**src/design/dsu_ram.sv**
```systemverilog
`timescale 1ns / 1ps
module dsu_ram #(
  parameter int WIDTH = 8,
  parameter int DEPTH = 16
) (
  input  logic                     clk,
  input  logic                     we,
  input  logic [$clog2(DEPTH)-1:0] waddr,
  input  logic [WIDTH-1:0]         wdata,
  input  logic [$clog2(DEPTH)-1:0] raddr,
  output logic [WIDTH-1:0]         rdata
);

  logic [WIDTH-1:0] mem [DEPTH];

  always_ff @(posedge clk) begin
    if (we) begin
      mem[waddr] <= wdata;
    end
    rdata <= mem[raddr];
  end

endmodule

```
**config.mk**
```make
export PLATFORM = sky130hd
export DESIGN_NAME = dsu_ram
export DESIGN_NICKNAME = d
export VERILOG_FILES = /design/src/design/dsu_ram.sv
export SDC_FILE = /design/constraint.sdc
export NUM_CORES = 1
export LEC_CHECK = 0
export BUFFER_PORTS_ARGS = -buffer_cell sky130_fd_sc_hd__buf_2
export CAP_MARGIN = 15
export CORE_UTILIZATION = 33
export CTS_CLUSTER_DIAMETER = 40
export DETAILED_ROUTE_END_ITERATION = 8
export SLEW_MARGIN = 20
export SYNTH_ARGS = -nofsm -noshare
export SYNTH_HDL_FRONTEND = slang
export SYNTH_SLANG_ARGS = --single-unit
```
**constraint.sdc**
```tcl
create_clock -name clk -period 2.69 [get_ports clk]
set_clock_uncertainty 0.2 [all_clocks]
set_input_delay 0.538 -clock clk [delete_from_list [all_inputs] [get_ports clk]]
set_output_delay 0.538 -clock clk [all_outputs]
set_load 0.03 [all_outputs]
```
==> metrics <==
RSZ-0062 raised after global routing=false; Least-Margin Pin Slew=0.628 ns; total gr overflow=0; initial antenna violation count=0; CP max-delay cell=mux4_1; via count=2410; layout cells sized above 1=32.3%; wirelength, routed=9.67 mm; Finished Layout Cells=485; setup bufs post-CTS=0; largest net degree at the start of global routing=33; num rows=45; first-pass GRT wire length=15.0 mm; Final Hold Vio Count=0; Total GRT Usage=13.3%; Clock H-tree levels=4; ys flop type=edfxtp_1; die width=127 um; DRC errors left=0; Fillers=1336; Hold Buf Count CTS=0; Post-Syn Nets=247; final setup violation count=0; syn_area_per_cell=22.5 um^2; number of synthesized flops with an enable pin=128; flop and latch count out of synthesis=136; sequential fraction of the synthesis area=77.8%; WP data arrival=1.87 ns; met2 usage=20.9%; clk_lat worst skew=0.41 ns; core area=15200 um^2; grt met1 use=17.5%; Routed Antenna Nets=0; GP Congestion=0.679; Mapped Cells=229; Initial Util=33.9%; Synth Cell Area=5150 um^2; Power, Total=5.05 mW; Cell Chain, Critical Path=buf_2, buf_12, mux4_1, a22oi_1, nand2_1; Commonest cells post-synth=edfxtp_1 (128), mux4_2 (18), a22oi_1 (16); most common cell in the netlist=edfxtp_1; fin util=41.0%; Worst Hold Class=primary input to register; fin area=6230 um^2; dpl hpwl=6.39 mm; synth unique cells=19; chip height=127 um; YS warnings=0; delay-heaviest family, CP=multiplexers; initial DRC count=258; CTS tree=built; share of the synthesized area in the top cell type=74.7%; Placed Cells=453; asr flop ratio synth=0%; Cell Pwr Density=810 nW/um^2; CTS Buf Count=17; largest area contributor in the netlist=edfxtp_1; grt peak-use layer=met2; vias in the first global route=2588; min cycle time layout=1.78 ns; io pins=26; largest stage delay on the critical path=0.60 ns; Final Net Count=302; Resized Gates After CTS=0; Bufs and invs on worst path=2; met3 GRT Util=3.25%; Worst EP required=2.78 ns; CTS Sinks=136; Slew Limit Fails=0; status=finished clean; Area Overhead vs Synth=21.1%; DR WL/cell=19.9 um; largest fanout on the critical path=32; CTS root buf=clkbuf_16; IO Port Bufs=25; Area contributors post-synth=edfxtp_1 (75%), mux4_2 (7.9%), mux4_1 (7.1%), dfxtp_1 (3.1%), a22oi_1 (2.3%); peak supply drop=0.000422 V; P_leak=2.11 nW; diode count=0; Slew HR=58.0%; vias per inst=4.97; critical path type=primary input to register; fmax=561 MHz; drt pass-1 iters=4; clk slew on worst S/H paths=0.06 ns; Placement Cell Area=5600 um^2; CP endpoint kind=register; TNS Setup=0 ns; Bufs on Longest Clock Path=2; die area=16100 um^2; crit start category=primary input; Max-cap violations=0; crit share post-route=66.3%
[where the power goes]
part           leakage [nW]  internal [mW]  switching, mW
Combinational         0.590         0.0972          0.149
Clock                 0.298           1.59          0.826
Sequential             1.22           2.37         0.0107
Total                  2.11           4.06          0.986
[logic make-up (layout without fill, tap and decap cells)]
group / Yosys count / after routing / share of synthesized area [%]
AO/OA/AOI/OAI: 16 / 16 / 2.33
buffers and inverters: 10 / 78 / 1.68
multiplexers: 32 / 32 / 15.0
AND/OR/NAND/NOR: 35 / 35 / 3.18
flip-flops: 136 / 136 / 77.8
[routing by layer]
layer / part of all wire (%) / vias to the layer above
met3: 4.6 / 10
met5: 0 / -
met1: 45 / 1267
met2: 49 / 53
met4: 1.3 / 0
li1: - / 1080
[placed cells by master, fill, tap and decap left out, types with 2 or more instances in the layout]
cell / synthesis / routed
mux4_1: 14 / 14
buf_2: 3 / 25
nor3_1: 4 / 4
nor2_1: 13 / 13
edfxtp_1: 128 / 128
clkinvlp_4: 0 / 4
a22oi_1: 16 / 16
buf_4: 1 / 19
clkinv_2: 0 / 3
dfxtp_1: 8 / 8
bufinv_16: 0 / 4
buf_12: 0 / 2
mux4_2: 18 / 18
nand3b_1: 2 / 2
nand2_1: 9 / 9
clkbuf_16: 0 / 17
nand2b_1: 2 / 2
clkbuf_8: 0 / 2
[state kept, by name, indices dropped and copies added, names as in the netlist]
name and cells:
mem 128, rdata 8
[worst paths after layout]
path	startpoint	to	slack (ns)	cells after the start
hold / removal	wdata[7]	mem[10][7]	0.32	1
setup / recovery	raddr[0]	rdata[1]	0.91	5
hold reg to reg	mem[14][3]	rdata[3]	0.47	3
setup reg to reg	mem[5][0]	rdata[0]	1.14	3
[area by class of cell]
| class | instances | area (um^2) | share of cell area (%) |
|---|---|---|---|
| clock inverter | 12 | 174 | 2.79 |
| timing repair buffer | 46 | 308 | 4.94 |
| tap | 188 | 235 | 3.77 |
| clock buffer | 20 | 457 | 7.32 |
| sequential | 136 | 4000 | 64.2 |
| multi-input combinational | 83 | 1060 | 17.0 |
[stage by stage]
step / setup WS, ns / hold WS [ns]
2_1_floorplan: 0.459 / 0.429
3_3_place_gp: 0.454 / 0.458
3_5_place_dp: 0.454 / 0.456
4_1_cts: 0.881 / 0.309
5_1_grt: 0.840 / 0.315
6_report: 0.906 / 0.319
Power figures use the tool's default switching activity.
