File: config.mk
export PLATFORM = sky130hd
export DESIGN_NAME = dsu_ctrl
export DESIGN_NICKNAME = d
export VERILOG_FILES = /design/src/design/dsu_pkg.sv /design/src/design/dsu_ctrl.sv
export SDC_FILE = /design/constraint.sdc
export NUM_CORES = 1
export LEC_CHECK = 0
export BUFFER_PORTS_ARGS = -buffer_cell sky130_fd_sc_hd__buf_2
export CORE_MARGIN = 10
export CORE_UTILIZATION = 50
export CTS_CLUSTER_DIAMETER = 200
export DETAILED_ROUTE_END_ITERATION = 8
export PLACE_DENSITY = 0.76
export REMOVE_ABC_BUFFERS = 1
export SLEW_MARGIN = 40
export SYNTH_ARGS = -nofsm -noshare
export SYNTH_HDL_FRONTEND = slang
export SYNTH_SLANG_ARGS = --single-unit
File: constraint.sdc
create_clock -name clk -period 7 [get_ports clk]
set_input_delay 1.4 -clock clk [delete_from_list [all_inputs] [get_ports clk]]
set_output_delay 1.4 -clock clk [all_outputs]
set_load 0.02 [all_outputs]
File: src/design/dsu_pkg.sv
`timescale 1ns / 1ps
package dsu_pkg;

  localparam int NODE_W        = 10;
  localparam int COUNT_W       = 11;
  localparam int DEF_MAX_NODES = 1024;
  localparam int RESET_NODES   = 1024;

  typedef logic [COUNT_W-1:0] count_t;

  // zero reads as one, anything above the table depth reads as the depth
  function automatic count_t clamp_count(count_t v, int unsigned max_n);
    count_t r;
    if (v == '0) begin
      r = count_t'(1);
    end else if (32'(v) > max_n) begin
      r = count_t'(max_n);
    end else begin
      r = v;
    end
    return r;
  endfunction

endpackage

File: src/design/dsu_ctrl.sv
`timescale 1ns / 1ps
module dsu_ctrl #(
  parameter int MAX_NODES = dsu_pkg::DEF_MAX_NODES
) (
  input  logic                         clk,
  input  logic                         rst,
  input  logic                         cfg_load,
  input  logic [dsu_pkg::COUNT_W-1:0]  cfg_count,
  input  logic [dsu_pkg::COUNT_W-1:0]  node_count,
  input  logic                         start,
  input  logic                         action,
  input  logic [dsu_pkg::NODE_W-1:0]   node_a,
  input  logic [dsu_pkg::NODE_W-1:0]   node_b,
  output logic                         busy,
  output logic                         done,
  output logic [dsu_pkg::NODE_W-1:0]   root_a,
  output logic [dsu_pkg::NODE_W-1:0]   root_b,
  output logic                         same_set,
  output logic                         merged,
  output logic [dsu_pkg::COUNT_W-1:0]  set_size,
  output logic [dsu_pkg::COUNT_W-1:0]  component_count,
  output logic                         index_error,
  // parent table port
  output logic                         p_we,
  output logic [$clog2(MAX_NODES)-1:0] p_waddr,
  output logic [$clog2(MAX_NODES)-1:0] p_wdata,
  output logic [$clog2(MAX_NODES)-1:0] p_raddr,
  input  logic [$clog2(MAX_NODES)-1:0] p_rdata,
  // size table port
  output logic                         s_we,
  output logic [$clog2(MAX_NODES)-1:0] s_waddr,
  output logic [dsu_pkg::COUNT_W-1:0]  s_wdata,
  output logic [$clog2(MAX_NODES)-1:0] s_raddr,
  input  logic [dsu_pkg::COUNT_W-1:0]  s_rdata
);
  import dsu_pkg::*;

  localparam int AW = $clog2(MAX_NODES);

  localparam logic [3:0] ST_CLEAR  = 4'd0;
  localparam logic [3:0] ST_IDLE   = 4'd1;
  localparam logic [3:0] ST_FIND_A = 4'd2;
  localparam logic [3:0] ST_COMP_A = 4'd3;
  localparam logic [3:0] ST_FIND_B = 4'd4;
  localparam logic [3:0] ST_COMP_B = 4'd5;
  localparam logic [3:0] ST_SIZE   = 4'd6;
  localparam logic [3:0] ST_UPDATE = 4'd7;

  logic [3:0]   state, state_next;
  logic [AW-1:0] clr_addr;
  logic [AW-1:0] cur, cur_next;
  logic [AW-1:0] node_a_q, node_b_q;
  logic          act_q;
  logic [AW-1:0] root_a_q, root_b_q;
  count_t        size_a_q;
  count_t        set_total;

  logic          accept, in_range;
  logic          same, do_merge;
  logic [AW-1:0] lo, hi;
  count_t        sum;

  assign busy     = (state != ST_IDLE);
  assign accept   = start && (state == ST_IDLE);
  assign in_range = (count_t'(node_a) < node_count) && (count_t'(node_b) < node_count);

  assign same     = (root_a_q == root_b_q);
  assign do_merge = act_q && !same;
  assign lo       = (root_a_q < root_b_q) ? root_a_q : root_b_q;
  assign hi       = (root_a_q < root_b_q) ? root_b_q : root_a_q;
  assign sum      = size_a_q + s_rdata;

  always_comb begin
    state_next = state;
    cur_next   = cur;
    p_we       = 1'b0;
    p_waddr    = cur;
    p_wdata    = root_a_q;
    p_raddr    = cur;
    s_we       = 1'b0;
    s_waddr    = lo;
    s_wdata    = sum;
    s_raddr    = root_a_q;
    unique case (state)
      ST_CLEAR: begin
        p_we    = 1'b1;
        p_waddr = clr_addr;
        p_wdata = clr_addr;
        s_we    = 1'b1;
        s_waddr = clr_addr;
        s_wdata = count_t'(1);
        if (clr_addr == AW'(MAX_NODES - 1)) begin
          state_next = ST_IDLE;
        end
      end
      ST_IDLE: begin
        if (accept && in_range) begin
          p_raddr    = AW'(node_a);
          cur_next   = AW'(node_a);
          state_next = ST_FIND_A;
        end
      end
      ST_FIND_A: begin
        if (p_rdata == cur) begin
          p_raddr    = node_a_q;
          cur_next   = node_a_q;
          state_next = ST_COMP_A;
        end else begin
          p_raddr  = p_rdata;
          cur_next = p_rdata;
        end
      end
      ST_COMP_A: begin
        if (cur == root_a_q) begin
          p_raddr    = node_b_q;
          cur_next   = node_b_q;
          state_next = ST_FIND_B;
        end else begin
          // point this node at the root while fetching the next link
          p_we     = 1'b1;
          p_waddr  = cur;
          p_wdata  = root_a_q;
          p_raddr  = p_rdata;
          cur_next = p_rdata;
        end
      end
      ST_FIND_B: begin
        if (p_rdata == cur) begin
          p_raddr    = node_b_q;
          cur_next   = node_b_q;
          state_next = ST_COMP_B;
        end else begin
          p_raddr  = p_rdata;
          cur_next = p_rdata;
        end
      end
      ST_COMP_B: begin
        if (cur == root_b_q) begin
          // size of root a is fetched on the way out
          state_next = ST_SIZE;
        end else begin
          p_we     = 1'b1;
          p_waddr  = cur;
          p_wdata  = root_b_q;
          p_raddr  = p_rdata;
          cur_next = p_rdata;
        end
      end
      ST_SIZE: begin
        s_raddr    = root_b_q;
        state_next = ST_UPDATE;
      end
      ST_UPDATE: begin
        if (do_merge) begin
          p_we    = 1'b1;
          p_waddr = hi;
          p_wdata = lo;
          s_we    = 1'b1;
          s_waddr = lo;
          s_wdata = sum;
        end
        state_next = ST_IDLE;
      end
      default: begin
        state_next = ST_CLEAR;
      end
    endcase
  end

  always_ff @(posedge clk) begin
    if (rst) begin
      state     <= ST_CLEAR;
      clr_addr  <= '0;
      set_total <= clamp_count(count_t'(RESET_NODES), MAX_NODES);
      done      <= 1'b0;
    end else if (cfg_load) begin
      state     <= ST_CLEAR;
      clr_addr  <= '0;
      set_total <= cfg_count;
      done      <= 1'b0;
    end else begin
      state <= state_next;
      done  <= 1'b0;
      if (state == ST_CLEAR) begin
        clr_addr <= clr_addr + AW'(1);
      end
      if (state == ST_UPDATE && do_merge && set_total > count_t'(1)) begin
        set_total <= set_total - count_t'(1);
      end
      if (accept && !in_range) begin
        done <= 1'b1;
      end
      if (state == ST_UPDATE) begin
        done <= 1'b1;
      end
    end
  end

  // datapath registers
  always_ff @(posedge clk) begin
    cur <= cur_next;
    if (accept) begin
      node_a_q <= AW'(node_a);
      node_b_q <= AW'(node_b);
      act_q    <= action;
    end
    if (state == ST_FIND_A && p_rdata == cur) begin
      root_a_q <= cur;
    end
    if (state == ST_FIND_B && p_rdata == cur) begin
      root_b_q <= cur;
    end
    if (state == ST_SIZE) begin
      size_a_q <= s_rdata;
    end
    if (accept && !in_range) begin
      root_a          <= '0;
      root_b          <= '0;
      same_set        <= 1'b0;
      merged          <= 1'b0;
      set_size        <= '0;
      component_count <= set_total;
      index_error     <= 1'b1;
    end else if (state == ST_UPDATE) begin
      root_a      <= NODE_W'(root_a_q);
      root_b      <= NODE_W'(root_b_q);
      same_set    <= same;
      merged      <= do_merge;
      set_size    <= do_merge ? sum : size_a_q;
      index_error <= 1'b0;
      if (do_merge && set_total > count_t'(1)) begin
        component_count <= set_total - count_t'(1);
      end else begin
        component_count <= set_total;
      end
    end
  end

endmodule

==> results of run 1 <==
-- layer usage --
metal | routed length [microns] | part of all wire | global-route usage | up-vias
met5 | 0 | 0 | 0 | -
met4 | 382 | 0.017 | 0.0597 | 0
met3 | 2470 | 0.11 | 0.0793 | 31
met2 | 10400 | 0.46 | 0.348 | 374
met1 | 9510 | 0.42 | 0.273 | 3210
li1 | - | - | - | 3268
-- final cells by class --
class / instances / share of cell area
Tap cell: 184 / 0.0251
Clock inverter: 9 / 0.0136
Inverter: 45 / 0.0184
Sequential cell: 132 / 0.357
Multi-Input combinational cell: 603 / 0.432
Timing Repair Buffer: 182 / 0.101
Clock buffer: 23 / 0.0532
-- critical path: stages (launching register included) --
cell and delay [ns]:
edfxtp_1 0.47, inv_1 0.14, ha_1 0.31, nand4_1 0.24
or3_1 0.48, nand2_1 0.62, nor2_1 0.18, a22o_1 0.44
nor2_1 0.52, a221o_1 0.28, buf_2 0.19
-- report_power, final --
part	switching, mW	internal (mW)
Sequential	0.0333	0.831
Combinational	0.118	0.0835
Clock	0.331	0.594
-- worst paths after layout --
path	start	end	slack, ns	cells after the start
min reg2reg	index_error	index_error	0.45	2
min	index_error	index_error	0.45	2
max	root_b_q[8]	p_wdata[1]	1.30	10
max reg2reg	root_b_q[8]	set_size[8]	4.08	7
-- registers in the layout (all words and copies together) (netlist names), 11 cells and up --
| name | count |
|---|---|
| component_count | 11 |
| size_a_q | 11 |
| set_total | 11 |
| set_size | 11 |
-- stage by stage --
stage	setup slack [ns]	power, mW	hold slack (ns)	area (sq um)	util
after floorplan	2.00	0.996	0.448	7340	-
after global placement	1.73	1.07	0.427	8530	0.580
after detailed placement	1.63	1.08	0.442	8540	0.581
after CTS	1.31	1.99	0.455	9150	0.623
after global routing	1.04	2.06	0.486	9170	0.624
final	1.30	1.99	0.454	9170	0.624
-- kinds of logic (layout without fill, tap and decap cells) --
group	after synthesis	in the layout	synth area share
AND/OR/NAND/NOR	272	272	0.169
buffers and inverters	90	259	0.0511
multiplexers	18	18	0.0242
adder cells (fa/ha/maj)	42	42	0.0705
flip-flops	132	132	0.433
AO/OA/AOI/OAI	204	204	0.175
XOR/XNOR	67	67	0.0776
-- cells in the final DEF (no fill, tap or decap), types with 5 or more instances in the layout --
| master | netlist | layout |
|---|---|---|
| and2_1 | 10 | 10 |
| inv_1 | 45 | 45 |
| mux2i_1 | 16 | 16 |
| nor3_1 | 18 | 16 |
| o211ai_1 | 5 | 5 |
| clkbuf_16 | 0 | 17 |
| xor2_1 | 42 | 42 |
| o21a_1 | 9 | 9 |
| a21o_1 | 10 | 10 |
| nor2_1 | 80 | 79 |
| nand4_1 | 11 | 11 |
| buf_4 | 1 | 5 |
| or3_1 | 7 | 7 |
| buf_2 | 6 | 177 |
| nor2b_1 | 8 | 7 |
| o21ai_0 | 61 | 61 |
| xnor2_1 | 25 | 25 |
| a21oi_1 | 51 | 51 |
| nand2_1 | 76 | 76 |
| a22oi_1 | 6 | 6 |
| o21bai_1 | 8 | 8 |
| ha_1 | 41 | 41 |
| dfxtp_1 | 69 | 69 |
| edfxtp_1 | 63 | 63 |
| nand3_1 | 36 | 35 |
| a221o_1 | 11 | 11 |
| a22o_1 | 5 | 5 |
==> results.md, run 1 <==
- RD Place Congestion: 0.882
- Sequential fraction of the synthesis area: 0.433
- RSZ-0062 raised after global routing: false
- WP data arrival: 4.30 ns
- Distinct cells, synth: 58
- Worst Setup Start Kind: flip-flop
- Synth warnings: 0
- Largest net degree at the start of global routing: 51
- Part of the cycle the worst path needs: 0.814
- Fill count: ~1300
- Synth area leaders: edfxtp_1 25%, dfxtp_1 18%, ha_1 6.8%
- Outcome: completed
- Syn Inst Count: ~830
- Main synth FF type: dfxtp_1
- Clk sinks: 132
- Share of cells above drive strength 1: 0.231
- Clock Pin Slew Worst Setup and Hold Paths: about 0.06 ns
- Initial antenna violation count: 0
- Initial Util: 0.514
- DRT iter0 DRCs: 628
- Top cell type's share of synthesized area: 0.250
- Max-cap violations: 0
- Die Wd: 143 microns
- HP Class: flip-flop to flip-flop
- Final Non-Filler Cells: ~1200
- Slew margin rel.: 0.459
- Commonest cells in the netlist: 80 x nor2_1, 76 x nand2_1, 69 x dfxtp_1
- DP Wirelength: approximately 17000 microns
- Max H-tree Level: 4
- Root Driver: clkbuf_16
- Clock Latency Late Sink: 0.43 ns
- DRC viols: 0
- Diode count: 0
- EDFF count, synth: 63
- Peak supply drop: 0.167 mV
- Total CTS buffers: 17
- First-pass GRT wire length: ~35000 microns
- Worst Setup End Kind: output pin
- I/O Pins: 178
- Placed cell count: around 1100
- Overall Global Routing Usage: 0.218
- Setup TNS: 0 ns
- Sequential standard cell area: 3270 sq um
- Yosys reg bits: around 130
- Area leader, netlist: edfxtp_1
- Pre-Repair DR Iteration Count: 5
- Routed wire length per instance: 19.3 microns
- Pwr dens: 217 nW/um^2
- Routed vias/inst: 5.84
- Max Clock Freq: between 150 and 200 MHz
- Detail Route Antenna Nets: 0
- Top-count cell post-synth: nor2_1
- Share of synthesized flip-flops with an asynchronous set or reset: 0
- Final Hold Fails: 0
- Clock skew: 0.0153 ns
- CP Max Fanout: 20
- Port Buf Inserts: between 150 and 200
- Leakage: 4.05 nW
- TritonCTS clock tree: built
- Core Rows: 44
- Synthesis-to-layout area growth: 21.2%
- Final Setup Violations: 0
- Critical path class: flip-flop to output pin
- Post-CTS Resized: 0
- Area of the multi-input gates: approximately 4000 sq um
- Syn Area/Cell: just over 9 sq um
- Detailed-route via count: 6883
- Nets: 1091
- Die Y: 143 microns
- Min cycle time layout: ~5.7 ns
- Final Max Tran Viols: 0
- Number of global-route vias before repair: 6596
- Core area: 14700 sq um
- Max Root-Sink Buffers: 2
- Tightest Pin Transition: 0.809 ns
- Critical Path RT: around 5.6 ns
- Mapped cell area: 7560 sq um
- Die area: 20400 sq um
- Final wirelength: 22800 microns
- Post-CTS Setup Bufs: 0
- Congestion Overflow GR: 0
- Hold_buf cts: 0
Note: power is estimated with default switching activity, not from simulation.
==> run 2: changes to the inputs <==
ABC_AREA = 1   (was unset)
PLACE_DENSITY = 0.75   (was 0.76)
clock period = 5.45 ns   (was 7 ns; I/O delays follow)
==> results.md, run 2 <==
- First-pass GRT wire length: 40200 microns (+14%)
- Die area: 22600 sq um (+11%)
- Final Setup Violations: 0 (unchanged)
- Min cycle time layout: 4.38 ns
- Final Max Tran Viols: 0 (unchanged)
- Largest net degree at the start of global routing: 47 (-7.8%)
- Post-CTS Setup Bufs: 0 (unchanged)
- Share of synthesized flip-flops with an asynchronous set or reset: 0 (unchanged)
- Outcome: completed
- CP peak stage delay: 0.55 ns (-0.07 ns)
- Pwr dens: 239 nW/um^2 (+9.9%)
- TritonCTS clock tree: built
- Core Rows: 47 (+6.8%)
- Number of global-route vias before repair: 7927 (+20%)
- Reg2Reg Depth: 12 (+5)
- Leakage: 4.96 nW (+22%)
- Total CTS buffers: 17 (unchanged)
- Initial Util: 0.511 (-0.00391)
- R2r endpoint: set_total[1]
- Final Hold Fails: 0 (unchanged)
- DRC viols: 0 (unchanged)
- Slew margin rel.: 0.395 (-0.0639)
- Top cell type's share of synthesized area: 0.223 (-0.0275)
- Syn Inst Count: 1212 (+47%)
- Yosys reg bits: 132 (unchanged)
- Worst path cell trace: inv_1, nand2_1, nand2_1, nor2_1, nand3_1, nor2_4, inv_1, o21ai_0, o21ai_0, nand3_1, buf_2
- WHS: 0.447 ns (-0.00688 ns)
- Clock skew: 0.00930 ns (-0.00600 ns)
- Util after Layout: 0.606 (-0.0173)
- Critical path class: flip-flop to output pin
- Main synth FF type: dfxtp_1
- Top-count cell post-synth: nand2_1
- I/O Pins: 178 (unchanged)
- Commonest cells in the netlist: 375 x nand2_1, 145 x o21ai_0, 137 x inv_1
- Final wirelength: 25200 microns (+10%)
- Max H-tree Level: 4 (unchanged)
- DP Wirelength: 18400 microns (+7.1%)
- Pre-Repair DR Iteration Count: 5 (unchanged)
- RSZ-0062 raised after global routing: false
- WP data arrival: 3.29 ns (-1.01 ns)
- Peak supply drop: 0.219 mV (+31%)
- Max Clock Freq: 228 MHz
- Die Wd: 150 microns (+5.2%)
- Die Y: 150 microns (+5.2%)
- Nets: 1477 (+35%)
- Detail Route Antenna Nets: 0 (unchanged)
- Worst Hold Endpoint: set_size[6]
- Core area: 16600 sq um (+13%)
- RD Place Congestion: 0.912 (+3.4%)
- DRT iter0 DRCs: 630 (+0.32%)
- Tightest Pin Transition: 0.906 ns (+0.0968 ns)
- Most frequent cells in the layout: 375 x nand2_1, 177 x buf_2, 145 x o21ai_0
- Worst Setup Start Kind: flip-flop
- Synth area leaders: edfxtp_1 22%, nand2_1 17%, dfxtp_1 16%
- Routed wire length per instance: 15.7 microns (-19%)
- Mapped cell area: 8500 sq um (+12%)
- Worst Setup End Kind: output pin
- EDFF count, synth: 63 (unchanged)
- Max-cap violations: 0 (unchanged)
- Synthesis-to-layout area growth: 18.8%
- Critical Path Source: cur[5]
- Distinct cells, synth: 40 (-31%)
- Commonest non-fill, non-tap cell in the layout: nand2_1
- Hold_buf cts: 0 (unchanged)
- Clock Pin Slew Worst Setup and Hold Paths: 0.06 ns (about the same)
- Root Driver: clkbuf_16
- Sequential fraction of the synthesis area: 0.385 (-0.0476)
- Overall Global Routing Usage: 0.221 (+0.00317)
- Clock Latency Late Sink: 0.42 ns (about the same)
- FF-to-FF Start: root_b_q[9]
- Worst hold start: set_size[6]
- Clk sinks: 132 (unchanged)
- Synth warnings: 0 (unchanged)
- Worst-path cell with the longest stage delay: dfxtp_1
- Detailed-route via count: 8414 (+22%)
- Port Buf Inserts: 177 (unchanged)
- Syn Area/Cell: 7.01 sq um (-24%)
- Area leader, netlist: edfxtp_1
- Final Non-Filler Cells: 1602 (+36%)
- HP Class: flip-flop to flip-flop
- Reg-to-reg slack, setup: 2.15 ns (-1.93 ns)
- Setup TNS: 0 ns (unchanged)
- Congestion Overflow GR: 0 (unchanged)
- Initial antenna violation count: 2 (+2)
- Placed cell count: 1568 (+37%)
- Routed vias/inst: 5.25 (-10%)
- Critical Path RT: 4.36 ns (-1.24 ns)
- Power Total: 2.41 mW (+21%)
- Share of cells above drive strength 1: 0.179 (-0.0524)
- Post-CTS Resized: 0 (unchanged)
- Part of the cycle the worst path needs: 0.804
- CP Max Fanout: 21 (+5.0%)
- Max Root-Sink Buffers: 2 (unchanged)
- Hold Path Depth: 2 (unchanged)
## run 2: cell types whose count changed after synthesis, moves of 16 or more
cell     previous run  this run
a21oi_1            51        84
xor2_1             42        21
nand2_1            76       375
nand3_1            36        52
xnor2_1            25         6
inv_1              45       137
mux2i_1            16         0
o21ai_0            61       145
## run 2: worst max-delay path by stage
stage | to | slack [ns] | depth (start not counted)
finish | p_raddr[6] | 1.07 | 11
global route | p_raddr[6] | 0.80 | 11
CTS | p_raddr[6] | 1.16 | 14
detailed placement | p_raddr[6] | 1.18 | 14
global placement | p_raddr[6] | 1.23 | 14
floorplan | s_wdata[8] | 1.59 | 8
## run 2: routing by layer
| layer | vias up | GRT usage | routed length [microns] |
|---|---|---|---|
| met3 | 42 | 0.0543 | 2080 |
| met1 | 3748 | 0.284 | 10900 |
| met5 | - | 0 | 0 |
| li1 | 4292 | - | - |
| met2 | 332 | 0.358 | 11600 |
| met4 | 0 | 0.0739 | 559 |
## run 2: per-stage QoR
stage | area, sq um | setup slack, ns
floorplan | 8260 | 1.59
global placement | 9490 | 1.23
detailed placement | 9500 | 1.18
CTS | 10100 | 1.16
global route | 10100 | 0.803
finish | 10100 | 1.07
## run 2: critical path, delay by kind of cell (launching register included)
family                 cells  cell delay (ns)
and+or+nand+nor            6             1.00
buffers and inverters      3             0.86
DFF                        1             0.55
AOI/OAI and AO/OA          2             0.45
## run 2: kinds of logic after synthesis
family | count (synthesis) | share of synthesized area
adders and majority gates | 42 | 0.0627
DFF | 132 | 0.385
buffers and inverters | 196 | 0.0925
AOI/OAI and AO/OA | 260 | 0.163
xor gates and xnor gates | 27 | 0.0278
and+or+nand+nor | 555 | 0.269
## run 2: final cells by class
class	count	area (sq um)
Sequential cell	132	3270
Fill cell	1554	6550
Inverter	146	548
Multi-Input combinational cell	884	4450
Timing Repair Buffer	186	953
Clock inverter	15	165
Tap cell	220	275
Antenna cell	2	5.00
Clock buffer	17	425
## run 2: report_power, final
| part | internal, mW | leakage [nW] | switching, mW |
|---|---|---|---|
| Combinational | 0.0785 | 3.60 | 0.124 |
| Sequential | 1.05 | 1.07 | 0.00956 |
| Clock | 0.713 | 0.290 | 0.438 |
==> run 3: changes to the inputs <==
ABC_AREA = 0   (was 1)
CORE_UTILIZATION = 49   (was 50)
PLACE_DENSITY = 0.78   (was 0.75)
clock period = 3.9 ns   (was 5.45 ns; I/O delays follow)
==> results.md, run 3 (synthesized netlist as in run 1, its figures left out) <==
- Area after DPL: 8740 sq um (-7.9%)
- Core Rows: 45 (-4.3%)
- Max Clock Freq: 261 MHz
- Most frequent cells in the layout: 175 x buf_2, 77 x nor2_1, 76 x nand2_1
- DRT iter0 DRCs: 528 (-16%)
- Max H-tree Level: 4 (unchanged)
- Synthesis-to-layout area growth: 26.5%
- Max Root-Sink Buffers: 2 (unchanged)
- Seq pwr share: 0.436 (-0.002)
- Total CTS buffers: 17 (unchanged)
- First-pass GRT wire length: 34900 microns (-13%)
- CP Max Fanout: 3 (-86%)
- Congestion Overflow GR: 0 (unchanged)
- Peak supply drop: 0.299 mV (+36%)
- Routed met3 length: 2330 microns (+12%)
- Routed wire length per instance: 18.7 microns (+19%)
- Part of the cycle the worst path needs: 0.981
- DP Wirelength: 17500 microns (-4.9%)
- WHS: 0.440 ns (-0.00680 ns)
- WP data arrival: 3.04 ns (-0.25 ns)
- Setup TNS: 0 ns (unchanged)
- Critical path class: input pin to output pin
- Post-route setup slack: 0.0756 ns (-0.991 ns)
- Fill count: 1242 (-20%)
- CP peak stage delay: 0.48 ns (-0.07 ns)
- Final Max Tran Viols: 0 (unchanged)
- Internal: 2.65 mW (+44%)
- Detail Route Antenna Nets: 0 (unchanged)
- Clock skew: 0.00847 ns (-0.000827 ns)
- RD Place Congestion: 0.969 (+6.2%)
- Util after Layout: 0.632 (+0.0253)
- Port Buf Inserts: 177 (unchanged)
- P_sw: 875 uW (+53%)
- Clock share of power: 0.452 (-0.026)
- Slew margin rel.: 0.546 (+0.150)
- CP dominant cell by count: buf_4
- Hold Path Depth: 2 (unchanged)
- Combinational share of power: 0.112 (+0.028)
- M1 wire length: 9380 microns (-14%)
- Final Setup Violations: 0 (unchanged)
- Share of cells above drive strength 1: 0.281 (+0.102)
- TritonCTS clock tree: built
- Tightest Pin Transition: 0.671 ns (-0.235 ns)
- Commonest non-fill, non-tap cell in the layout: buf_2
- Clk sinks: 132 (unchanged)
- Worst-path cell with the longest stage delay: a2111oi_1
- Nets: 1138 (-23%)
- Critical Path RT: 3.12 ns (-1.24 ns)
- Clock Latency Late Sink: 0.43 ns (about the same)
- Met2 wire len: 10500 microns (-9.3%)
- Leakage: 4.29 nW (-13%)
- Worst path cell trace: buf_2, ha_1, fa_2, a21oi_2, o21ai_0, a2111oi_1, buf_4, o211ai_1, nand3_1, xnor2_1, nor2_1, buf_4
- Diode count: 0 (-2)
- Routed vias/inst: 5.68 (+8.2%)
- Final Non-Filler Cells: 1229 (-23%)
- Worst Setup Slack post-DPL: 0.118 ns (-1.06 ns)
- Placed cell count: 1179 (-25%)
- Max-cap violations: 0 (unchanged)
- Number of global-route vias before repair: 6731 (-15%)
- Reg2Reg Depth: 10 (-2)
- Worst Setup Start Kind: input pin
- Die Y: 144 microns (-4.1%)
- Die Wd: 144 microns (-4.1%)
- Detailed-route via count: 6984 (-17%)
- Outcome: completed
- Largest net degree at the start of global routing: 51 (+8.5%)
- Root Driver: clkbuf_16
- Overall Global Routing Usage: 0.215 (-0.00630)
- DRC viols: 0 (unchanged)
- Worst Setup End Kind: output pin
- Pwr dens: 368 nW/um^2 (+54%)
- Die area: 20800 sq um (-8.0%)
- Initial Util: 0.499 (-0.0113)
- Cell area after layout: 9570 sq um (-5.2%)
- Final wirelength: 23000 microns (-8.6%)
- Min cycle time layout: 3.82 ns
- Clock Pin Slew Worst Setup and Hold Paths: 0.05 ns (about the same)
- Power Total: 3.52 mW (+46%)
- Pre-Repair DR Iteration Count: 5 (unchanged)
- Initial antenna violation count: 1 (-1)
- Final Hold Fails: 0 (unchanged)
- Net Sw Frac: 0.248 (+0.0111)
- I/O Pins: 178 (unchanged)
- HP Class: flip-flop to flip-flop
- Top sig layer: met5
- Core area: 15100 sq um (-9.0%)
==> run 3: cell types whose count changed in the layout (fill, tap and decap cells not counted), sizes merged, moves of 14 or more <==
cell | previous run | this run
xnor2 | 6 | 25
inv | 145 | 47
nand2 | 376 | 76
o211ai | 19 | 5
mux2i | 0 | 16
xor2 | 21 | 42
o21ai | 147 | 66
a21oi | 84 | 51
buf | 186 | 229
nand3 | 53 | 37
==> run 3: final timing paths <==
kind / slack, ns / to / startpoint
worst min register to register: 0.44 / index_error / index_error
worst max-delay path: 0.08 / s_wdata[10] / s_rdata[0]
worst min-delay path: 0.44 / index_error / index_error
worst max register to register: 1.10 / set_total[4] / root_a_q[7]
==> run 3: what timing repair did <==
action,in CTS,in global routing
setup buffers,8,10
endpoints found under the hold margin,0,0
gates resized for setup,6,18
endpoints found under the setup margin,12,16
hold buffers,0,0
pin swaps,1,3
==> run 3: cell type report <==
class                      instances  area (sq um)  share of cell area
clock buffer                      20           468              0.0489
clock inverter                    12           126              0.0132
inverter                          45           169              0.0177
multi-input combinational        603          4020               0.420
sequential                       132          3270               0.342
tap                              188           235              0.0246
timing repair buffer             229          1280               0.134
==> run 3: critical path: cells and delay by family <==
kind	cells	cell delay, ns
xor+xnor	1	0.12
compound gates	4	0.89
fa+ha+maj	2	0.60
simple gates	2	0.17
buf+inv	3	0.48
==> run 3: layer usage <==
layer	up-vias	GRT usage
li1	3375	-
met1	3198	0.258
met2	351	0.352
met3	58	0.0685
met4	2	0.0830
met5	-	0
==> run 3: power by group through the flow <==
stage                     Sequential, mW  Clock, mW  Combinational (mW)
final                               1.54       1.59               0.395
after global routing                1.54       1.68               0.435
after CTS                           1.54       1.61               0.384
after detailed placement            1.57          0               0.381
after global placement              1.56          0               0.373
after floorplan                     1.57          0               0.214
